==> src/rtl/jsu_pkg.sv <==
// Shared types for the JSON string unescape unit.
// Result status codes and the result group passed from decoder to output stage.
`default_nettype none

package jsu_pkg;

  localparam int unsigned MaxResults = 4;

  typedef enum logic [2:0] {
    ST_BYTE   = 3'd0,
    ST_CLOSED = 3'd1,
    ST_CTRL   = 3'd2,
    ST_ESC    = 3'd3,
    ST_HEX    = 3'd4,
    ST_PAIR   = 3'd5,
    ST_LONE   = 3'd6,
    ST_UNTERM = 3'd7
  } status_e;

  // All results caused by one input byte; bytes[0] leaves first.
  typedef struct packed {
    logic [2:0]                  count;
    status_e                     status;
    logic [MaxResults-1:0][7:0]  bytes;
  } group_t;

endpackage

`default_nettype wire

==> src/rtl/jsu_decode.sv <==
// Escape decoder: holds the decode state and turns one byte into a result group.
// Depends on jsu_pkg for status codes and the group type.
`default_nettype none

module jsu_decode import jsu_pkg::*; (
  input  wire logic       clk_i,
  input  wire logic       rst_ni,
  input  wire logic       fire_i,
  input  wire logic [7:0] in_byte_i,
  input  wire logic       end_of_input_i,
  output group_t          grp_o
);

  typedef enum logic [5:0] {
    M_NORMAL  = 6'b000001,
    M_ESC     = 6'b000010,
    M_HEX1    = 6'b000100,
    M_PAIR_BS = 6'b001000,
    M_PAIR_U  = 6'b010000,
    M_HEX2    = 6'b100000
  } mode_e;

  localparam logic [7:0] ChQuote = 8'h22;
  localparam logic [7:0] ChBack  = 8'h5C;
  localparam logic [7:0] ChSlash = 8'h2F;
  localparam logic [7:0] ChB     = 8'h62;
  localparam logic [7:0] ChF     = 8'h66;
  localparam logic [7:0] ChN     = 8'h6E;
  localparam logic [7:0] ChR     = 8'h72;
  localparam logic [7:0] ChT     = 8'h74;
  localparam logic [7:0] ChU     = 8'h75;
  localparam logic [7:0] ChSpace = 8'h20;

  // {valid, value}
  function automatic logic [4:0] nibble(input logic [7:0] b);
    logic [4:0] r;
    r = 5'd0;
    if (b >= 8'h30 && b <= 8'h39) begin
      r = {1'b1, 4'(b - 8'h30)};
    end else if (b >= 8'h61 && b <= 8'h66) begin
      r = {1'b1, 4'(b - 8'h57)};
    end else if (b >= 8'h41 && b <= 8'h46) begin
      r = {1'b1, 4'(b - 8'h37)};
    end
    return r;
  endfunction

  mode_e       mode_q, mode_d;
  logic [11:0] acc_q, acc_d;
  logic [1:0]  cnt_q, cnt_d;
  logic [9:0]  hs_q, hs_d;

  logic [4:0]  nib;
  logic [15:0] acc_full;
  logic        err, closed, enc_en, lit_en;
  status_e     err_st;
  logic [20:0] cp;
  logic [7:0]  lit;

  assign nib      = nibble(in_byte_i);
  assign acc_full = {acc_q, nib[3:0]};

  always_comb begin
    mode_d = mode_q;
    acc_d  = acc_q;
    cnt_d  = cnt_q;
    hs_d   = hs_q;
    err    = 1'b0;
    err_st = ST_BYTE;
    closed = 1'b0;
    enc_en = 1'b0;
    lit_en = 1'b0;
    lit    = 8'd0;
    cp     = 21'd0;

    unique case (mode_q) inside
      M_ESC: begin
        mode_d = M_NORMAL;
        lit_en = 1'b1;
        unique case (in_byte_i) inside
          ChQuote, ChBack, ChSlash: lit = in_byte_i;
          ChB: lit = 8'h08;
          ChF: lit = 8'h0C;
          ChN: lit = 8'h0A;
          ChR: lit = 8'h0D;
          ChT: lit = 8'h09;
          ChU: begin
            lit_en = 1'b0;
            mode_d = M_HEX1;
            acc_d  = 12'd0;
            cnt_d  = 2'd0;
          end
          default: begin
            lit_en = 1'b0;
            err    = 1'b1;
            err_st = ST_ESC;
          end
        endcase
      end
      M_HEX1, M_HEX2: begin
        if (end_of_input_i && cnt_q != 2'd3) begin
          err    = 1'b1;
          err_st = ST_UNTERM;
        end else if (!nib[4]) begin
          err    = 1'b1;
          err_st = ST_HEX;
        end else if (cnt_q != 2'd3) begin
          cnt_d = cnt_q + 2'd1;
          acc_d = acc_full[11:0];
        end else begin
          cnt_d = 2'd0;
          acc_d = 12'd0;
          if (mode_q == M_HEX1) begin
            if (acc_full[15:10] == 6'b110110) begin
              hs_d   = acc_full[9:0];
              mode_d = M_PAIR_BS;
            end else if (acc_full[15:10] == 6'b110111) begin
              err    = 1'b1;
              err_st = ST_LONE;
            end else begin
              mode_d = M_NORMAL;
              enc_en = 1'b1;
              cp     = {5'd0, acc_full};
            end
          end else begin
            if (acc_full[15:10] != 6'b110111) begin
              err    = 1'b1;
              err_st = ST_PAIR;
            end else begin
              mode_d = M_NORMAL;
              enc_en = 1'b1;
              hs_d   = 10'd0;
              cp     = 21'h10000 + {1'b0, hs_q, acc_full[9:0]};
            end
          end
        end
      end
      M_PAIR_BS: begin
        if (end_of_input_i || in_byte_i != ChBack) begin
          err    = 1'b1;
          err_st = ST_PAIR;
        end else begin
          mode_d = M_PAIR_U;
        end
      end
      M_PAIR_U: begin
        if (in_byte_i != ChU) begin
          err    = 1'b1;
          err_st = ST_PAIR;
        end else begin
          mode_d = M_HEX2;
          acc_d  = 12'd0;
          cnt_d  = 2'd0;
        end
      end
      default: begin
        mode_d = M_NORMAL;
        if (in_byte_i == ChQuote) begin
          closed = 1'b1;
        end else if (in_byte_i == ChBack) begin
          mode_d = M_ESC;
        end else if (in_byte_i < ChSpace) begin
          err    = 1'b1;
          err_st = ST_CTRL;
        end else begin
          lit_en = 1'b1;
          lit    = in_byte_i;
        end
      end
    endcase

    // End of input voids whatever this byte decoded, unless the byte closed the string.
    if (!err && !closed && end_of_input_i) begin
      err    = 1'b1;
      err_st = (mode_d == M_PAIR_BS || mode_d == M_PAIR_U) ? ST_PAIR : ST_UNTERM;
    end

    if (err || closed) begin
      mode_d = M_NORMAL;
      acc_d  = 12'd0;
      cnt_d  = 2'd0;
      hs_d   = 10'd0;
    end
  end

  always_comb begin
    grp_o        = '0;
    grp_o.status = ST_BYTE;
    if (err) begin
      grp_o.count  = 3'd1;
      grp_o.status = err_st;
    end else if (closed) begin
      grp_o.count  = 3'd1;
      grp_o.status = ST_CLOSED;
    end else if (enc_en) begin
      if (cp <= 21'h7F) begin
        grp_o.count    = 3'd1;
        grp_o.bytes[0] = cp[7:0];
      end else if (cp <= 21'h7FF) begin
        grp_o.count    = 3'd2;
        grp_o.bytes[0] = {3'b110, cp[10:6]};
        grp_o.bytes[1] = {2'b10, cp[5:0]};
      end else if (cp <= 21'hFFFF) begin
        grp_o.count    = 3'd3;
        grp_o.bytes[0] = {4'b1110, cp[15:12]};
        grp_o.bytes[1] = {2'b10, cp[11:6]};
        grp_o.bytes[2] = {2'b10, cp[5:0]};
      end else begin
        grp_o.count    = 3'd4;
        grp_o.bytes[0] = {5'b11110, cp[20:18]};
        grp_o.bytes[1] = {2'b10, cp[17:12]};
        grp_o.bytes[2] = {2'b10, cp[11:6]};
        grp_o.bytes[3] = {2'b10, cp[5:0]};
      end
    end else if (lit_en) begin
      grp_o.count    = 3'd1;
      grp_o.bytes[0] = lit;
    end
  end

  always_ff @(posedge clk_i or negedge rst_ni) begin
    if (!rst_ni) begin
      mode_q <= M_NORMAL;
      acc_q  <= 12'd0;
      cnt_q  <= 2'd0;
      hs_q   <= 10'd0;
    end else if (fire_i) begin
      mode_q <= mode_d;
      acc_q  <= acc_d;
      cnt_q  <= cnt_d;
      hs_q   <= hs_d;
    end
  end

endmodule

`default_nettype wire

==> src/rtl/jsu_out_ser.sv <==
// Result register: holds one result group and hands it out one transfer per cycle while out_stall_i is low.
// Depends on jsu_pkg for the group type.
`default_nettype none

module jsu_out_ser import jsu_pkg::*; (
  input  wire logic       clk_i,
  input  wire logic       rst_ni,
  input  wire logic       load_i,
  input  group_t          grp_i,
  output logic            ready_o,
  output logic            out_valid_o,
  input  wire logic       out_stall_i,
  output logic [7:0]      out_byte_o,
  output logic [2:0]      status_o,
  output logic            run_last_o
);

  logic                        valid_q;
  logic [1:0]                  rem_q;
  status_e                     status_q;
  logic [MaxResults-1:0][7:0]  bytes_q;
  logic                        take, last;

  assign take    = valid_q && !out_stall_i;
  assign last    = (rem_q == 2'd0);
  assign ready_o = !valid_q || (take && last);

  assign out_valid_o = valid_q;
  assign out_byte_o  = bytes_q[0];
  assign status_o    = status_q;
  assign run_last_o  = last;

  always_ff @(posedge clk_i or negedge rst_ni) begin
    if (!rst_ni) begin
      valid_q <= 1'b0;
      rem_q   <= 2'd0;
    end else if (load_i) begin
      valid_q <= 1'b1;
      rem_q   <= 2'(grp_i.count - 3'd1);
    end else if (take) begin
      if (last) begin
        valid_q <= 1'b0;
      end else begin
        rem_q <= rem_q - 2'd1;
      end
    end
  end

  // Shift the next byte of the group into the head slot.
  always_ff @(posedge clk_i) begin
    if (load_i) begin
      bytes_q  <= grp_i.bytes;
      status_q <= grp_i.status;
    end else if (take) begin
      bytes_q <= {8'd0, bytes_q[MaxResults-1:1]};
    end
  end

endmodule

`default_nettype wire

==> src/rtl/json_string_unescape_utf8_unit.sv <==
// JSON string body unescaper with UTF-8 output.
// Input channel: in_byte_i / end_of_input_i with in_valid_i, in_stall_o; one byte of the
// string body per transfer, starting after the opening quote.
// Output channel: out_byte_o / status_o / run_last_o with out_valid_o, out_stall_i; each
// input byte gives zero to four results, run_last_o marks the final one of that byte.
// Status 0 carries a decoded byte; any other status (closed or an error) is a single
// result with out_byte_o zero, after which decoding restarts on a fresh string body.
// A byte is registered into the input register at its transfer, decoded from there into
// the result register, and its first result is presented from the result register.
// Throughput: one input byte per cycle while each byte yields at most one result and
// out_stall_i is low; a byte that decodes to a multi-byte UTF-8 sequence holds the result
// register until its last byte has left, which limits the rate for multi-byte code points.
// When the receiver stalls, the result holds and the input register fills, after which
// in_stall_o rises. Reset empties both registers and returns the decoder to the start of
// a string body.
// Depends on jsu_pkg, jsu_decode and jsu_out_ser.
`default_nettype none

module json_string_unescape_utf8_unit import jsu_pkg::*; (
  input  wire logic       clk_i,
  input  wire logic       rst_ni,
  input  wire logic       in_valid_i,
  output logic            in_stall_o,
  input  wire logic [7:0] in_byte_i,
  input  wire logic       end_of_input_i,
  output logic            out_valid_o,
  input  wire logic       out_stall_i,
  output logic [7:0]      out_byte_o,
  output logic [2:0]      status_o,
  output logic            run_last_o
);

  logic       s1_valid_q;
  logic [7:0] s1_byte_q;
  logic       s1_end_q;
  group_t     grp;
  logic       ser_ready, fire, load, accept;

  // A byte with no results advances without waiting on the result register.
  assign fire       = s1_valid_q && ((grp.count == 3'd0) || ser_ready);
  assign load       = fire && (grp.count != 3'd0);
  assign in_stall_o = s1_valid_q && !fire;
  assign accept     = in_valid_i && !in_stall_o;

  always_ff @(posedge clk_i or negedge rst_ni) begin
    if (!rst_ni) begin
      s1_valid_q <= 1'b0;
    end else if (accept) begin
      s1_valid_q <= 1'b1;
    end else if (fire) begin
      s1_valid_q <= 1'b0;
    end
  end

  always_ff @(posedge clk_i) begin
    if (accept) begin
      s1_byte_q <= in_byte_i;
      s1_end_q  <= end_of_input_i;
    end
  end

  jsu_decode u_decode (
    .clk_i          (clk_i),
    .rst_ni         (rst_ni),
    .fire_i         (fire),
    .in_byte_i      (s1_byte_q),
    .end_of_input_i (s1_end_q),
    .grp_o          (grp)
  );

  jsu_out_ser u_out (
    .clk_i       (clk_i),
    .rst_ni      (rst_ni),
    .load_i      (load),
    .grp_i       (grp),
    .ready_o     (ser_ready),
    .out_valid_o (out_valid_o),
    .out_stall_i (out_stall_i),
    .out_byte_o  (out_byte_o),
    .status_o    (status_o),
    .run_last_o  (run_last_o)
  );

endmodule

`default_nettype wire

==> config.mk <==
export PLATFORM = sky130hd
export DESIGN_NAME = json_string_unescape_utf8_unit
export DESIGN_NICKNAME = d
export VERILOG_FILES = /design/src/rtl/jsu_pkg.sv /design/src/rtl/jsu_decode.sv /design/src/rtl/jsu_out_ser.sv /design/src/rtl/json_string_unescape_utf8_unit.sv
export SDC_FILE = /design/constraint.sdc
export NUM_CORES = 1
export LEC_CHECK = 0
export ABC_AREA = 1
export ABC_CLOCK_PERIOD_IN_PS = 7600
export CORE_MARGIN = 10
export CORE_UTILIZATION = 56
export DETAILED_ROUTE_END_ITERATION = 10
export DONT_BUFFER_PORTS = 1
export PLACE_DENSITY_LB_ADDON = 0.3
export SLEW_MARGIN = 20
export SYNTH_ARGS = -nofsm -noshare
export SYNTH_HDL_FRONTEND = slang
export SYNTH_HIERARCHICAL = 1
export SYNTH_SLANG_ARGS = --single-unit
==> constraint.sdc <==
create_clock -name clk_i -period 7.6 [get_ports clk_i]
set_input_delay 1.52 -clock clk_i [delete_from_list [all_inputs] [get_ports clk_i]]
set_output_delay 1.52 -clock clk_i [all_outputs]
set_load 0.01 [all_outputs]
==> run metrics <==
most frequent cells in the layout nand2_1 (256), nor2_1 (92), inv_1 (88); clock net sink count 78; hold depth 2; HP Class reg2reg; startpoint class of the critical path flop; Finished Layout Cells 888; reg-to-reg critical path startpoint s1_byte_q[0]$_DFFE_PP_; clk buf depth 2; peak supply drop 0.141 mV; nets 770; Critical Path Max Stage Delay 0.49 ns; #FFs+latches synth 78; Root Buffer clkbuf_8; # Post-CTS Setup Buffers 0; H-tree depth 3; antenna cells 0; die height 119 microns; GPL Wtd Cong 1.00; CTS Buf Count 9; Pre-antenna DRT Iters 6; Worst Skew 0.00736 ns; crit end category output pin; Register-to-Register Path Depth 25; CTS tree built; WS Path Type reg2out; crit-path cells inv_1 -> ha_1 -> inv_1 -> nand2_1 -> nand2_1 -> nand2_1 -> nand2_2 -> nand2_2 -> nand2_4 -> nor2_2 -> o31ai_1 -> nand2_1 -> nor2_1 -> nand3b_2 -> nand2_4 -> inv_2 -> nand2_4 -> inv_1 -> nor2_2 -> nand2_2 -> nand3_2 -> inv_1; Mapped Area 5470 sq um; Inst Count DP 872; Pins Over Slew Limit 0; gr usage total 0.209; vias per cell 5.62; core area 9640 sq um; synthesized area per cell 7.13 sq um; die area 14100 sq um; I/O pins 27; pwr dens 258 nW/um^2; leakage 2.62 nW; Crit. path cell count 22; outcome finished clean; most common cell after layout, fill and taps aside nand2_1; fmax 192 MHz; CP required 6.08 ns; routed len/inst 16.6 microns; post-synthesis sequential area ratio 0.398; post-route clock period utilization 0.685; CP Max Fanout 11; Die Width 119 microns; fillers 906; Final Hold Vio Count 0; final setup fails 0; Clk pin slew, worst setup/hold paths 0.08 ns; Final HPWL DP 11100 microns; post-route ant nets 0; Bufs and invs on worst path 5; largest net degree at the start of global routing 42; DRT Wirelength 14700 microns; post-cts sizing count 0; share of the synthesized area in the top cell type 0.242; Final Power 0.00146 W; Area contributors post-synth edfxtp_1 (24%), nand2_1 (18%), dfrtp_1 (15%); cell accounting for the most synthesized area edfxtp_1; arrival time worst endpoint 3.68 ns; min Tclk post-route 5.20 ns; Hold Path Origin u_decode/hs_q[2]$_DFFE_PN0P_; clk_lat worst skew 0.37 ns; Rel. slew slack 0.388; layout cell share with drive strength beyond 1 0.107; hold_buf cts 0; initial antenna violation count 0; # DRC 0; via count 4991; Layout area overhead 3.27%; RSZ-0062 raised after global routing false; CP Launch Point s1_byte_q[0]$_DFFE_PP_; MaxCap Viol Count 0; total gr overflow 0; Yosys Warn Count 6; first-pass GRT wire length 24100 microns; Synth Instances 767; Tightest Pin Transition 0.918 ns; PortBufs 0; Core Util, Final 0.586; Starting Density 0.567; Yosys cell types 43; CP max-delay cell edfxtp_1; total negative slack 0 ns; Placement Rows 36; top cell family by delay on the critical path simple AND/OR/NAND/NOR gates; initial DRC count 592; number of global-route vias before repair 4595
[cell type report]
class / instances / area, sq um / share of cell area
repair buffers: 2 / 15.0 / 0.00266
clock buffers: 9 / 124 / 0.0219
clock inverters: 7 / 123 / 0.0217
inverters: 100 / 383 / 0.0678
well taps: 133 / 166 / 0.0295
multi-input cells: 559 / 2660 / 0.471
flip-flops and latches: 78 / 2170 / 0.385
[report_power, final]
part	leakage (nW)	internal, W	switching (W)
Clock	0.116	0.000219	0.000168
Combinational	1.60	0.0000929	0.000307
Sequential	0.904	0.000608	0.0000643
[per-stage QoR]
step / setup slack [ns] / instance area [sq um] / hold slack [ns]
2_1_floorplan: 3.47 / 5470 / 0.455
3_3_place_gp: 2.95 / 5400 / 0.467
3_5_place_dp: 2.85 / 5400 / 0.482
4_1_cts: 2.44 / 5650 / 0.503
5_1_grt: 2.03 / 5650 / 0.524
6_report: 2.40 / 5650 / 0.498
[Yosys cell counts (all sizes together)]
master   instances
o31ai            2
a211oi           6
dfrtp           33
a21oi           17
ha               7
a31oi            1
buf             31
conb             1
nor3b            1
nand3           44
o21a             1
o2111ai          1
o22ai            4
nand3b           2
o21ai           56
o211ai           6
nor3            16
clkbuf           1
inv             99
edfxtp          44
nand4           15
clkinv           1
dfstp            1
nor2           106
a22oi            2
nand2          268
a2bb2oi          1
[cells by family (layout without fill, tap and decap cells)]
family                   Yosys count  after routing  synth area share
AO/OA/AOI/OAI                     97             97             0.112
adder cells (fa/ha/maj)            7              7            0.0160
buffers and inverters            132            118             0.117
flip-flops                        78             78             0.398
other                              1              3          0.000686
AND/OR/NAND/NOR                  452            452             0.357
[routing by layer]
layer	GRT usage	vias to the layer above	wire length, microns
met2	0.318	240	6520
met5	0	-	0
li1	-	2421	-
met4	0.0870	0	425
met3	0.0557	35	1370
met1	0.276	2295	6430
[flip-flops by register name, summed over array words and instances, names as in the netlist]
register	flops
s1_end_q	1
u_decode/acc_q	12
u_out/out_valid_o	1
s1_byte_q	8
u_out/rem_q	2
u_decode/cnt_q	2
s1_valid_q	1
u_decode/hs_q	10
u_out/out_byte_o	8
u_decode/mode_q	6
u_out/status_o	3
u_out/bytes_q	24
[tightest hold or removal path, cell delays in order (launching register included)]
cell     delay, ns
dfrtp_1       0.35
nand2_1       0.07
o21ai_2       0.05
[final timing paths]
check	end	slack [ns]
min in group asynchronous	u_decode/acc_q[10]$_DFFE_PN0P_	0.83
setup / recovery	in_stall_o	2.40
hold reg to reg	u_decode/hs_q[2]$_DFFE_PN0P_	0.50
max in group asynchronous	u_decode/mode_q[0]$_DFFE_PN1P_	6.59
hold / removal	u_decode/hs_q[2]$_DFFE_PN0P_	0.50
setup reg to reg	u_decode/mode_q[2]$_DFFE_PN0P_	2.91
Power figures use the tool's default switching activity.
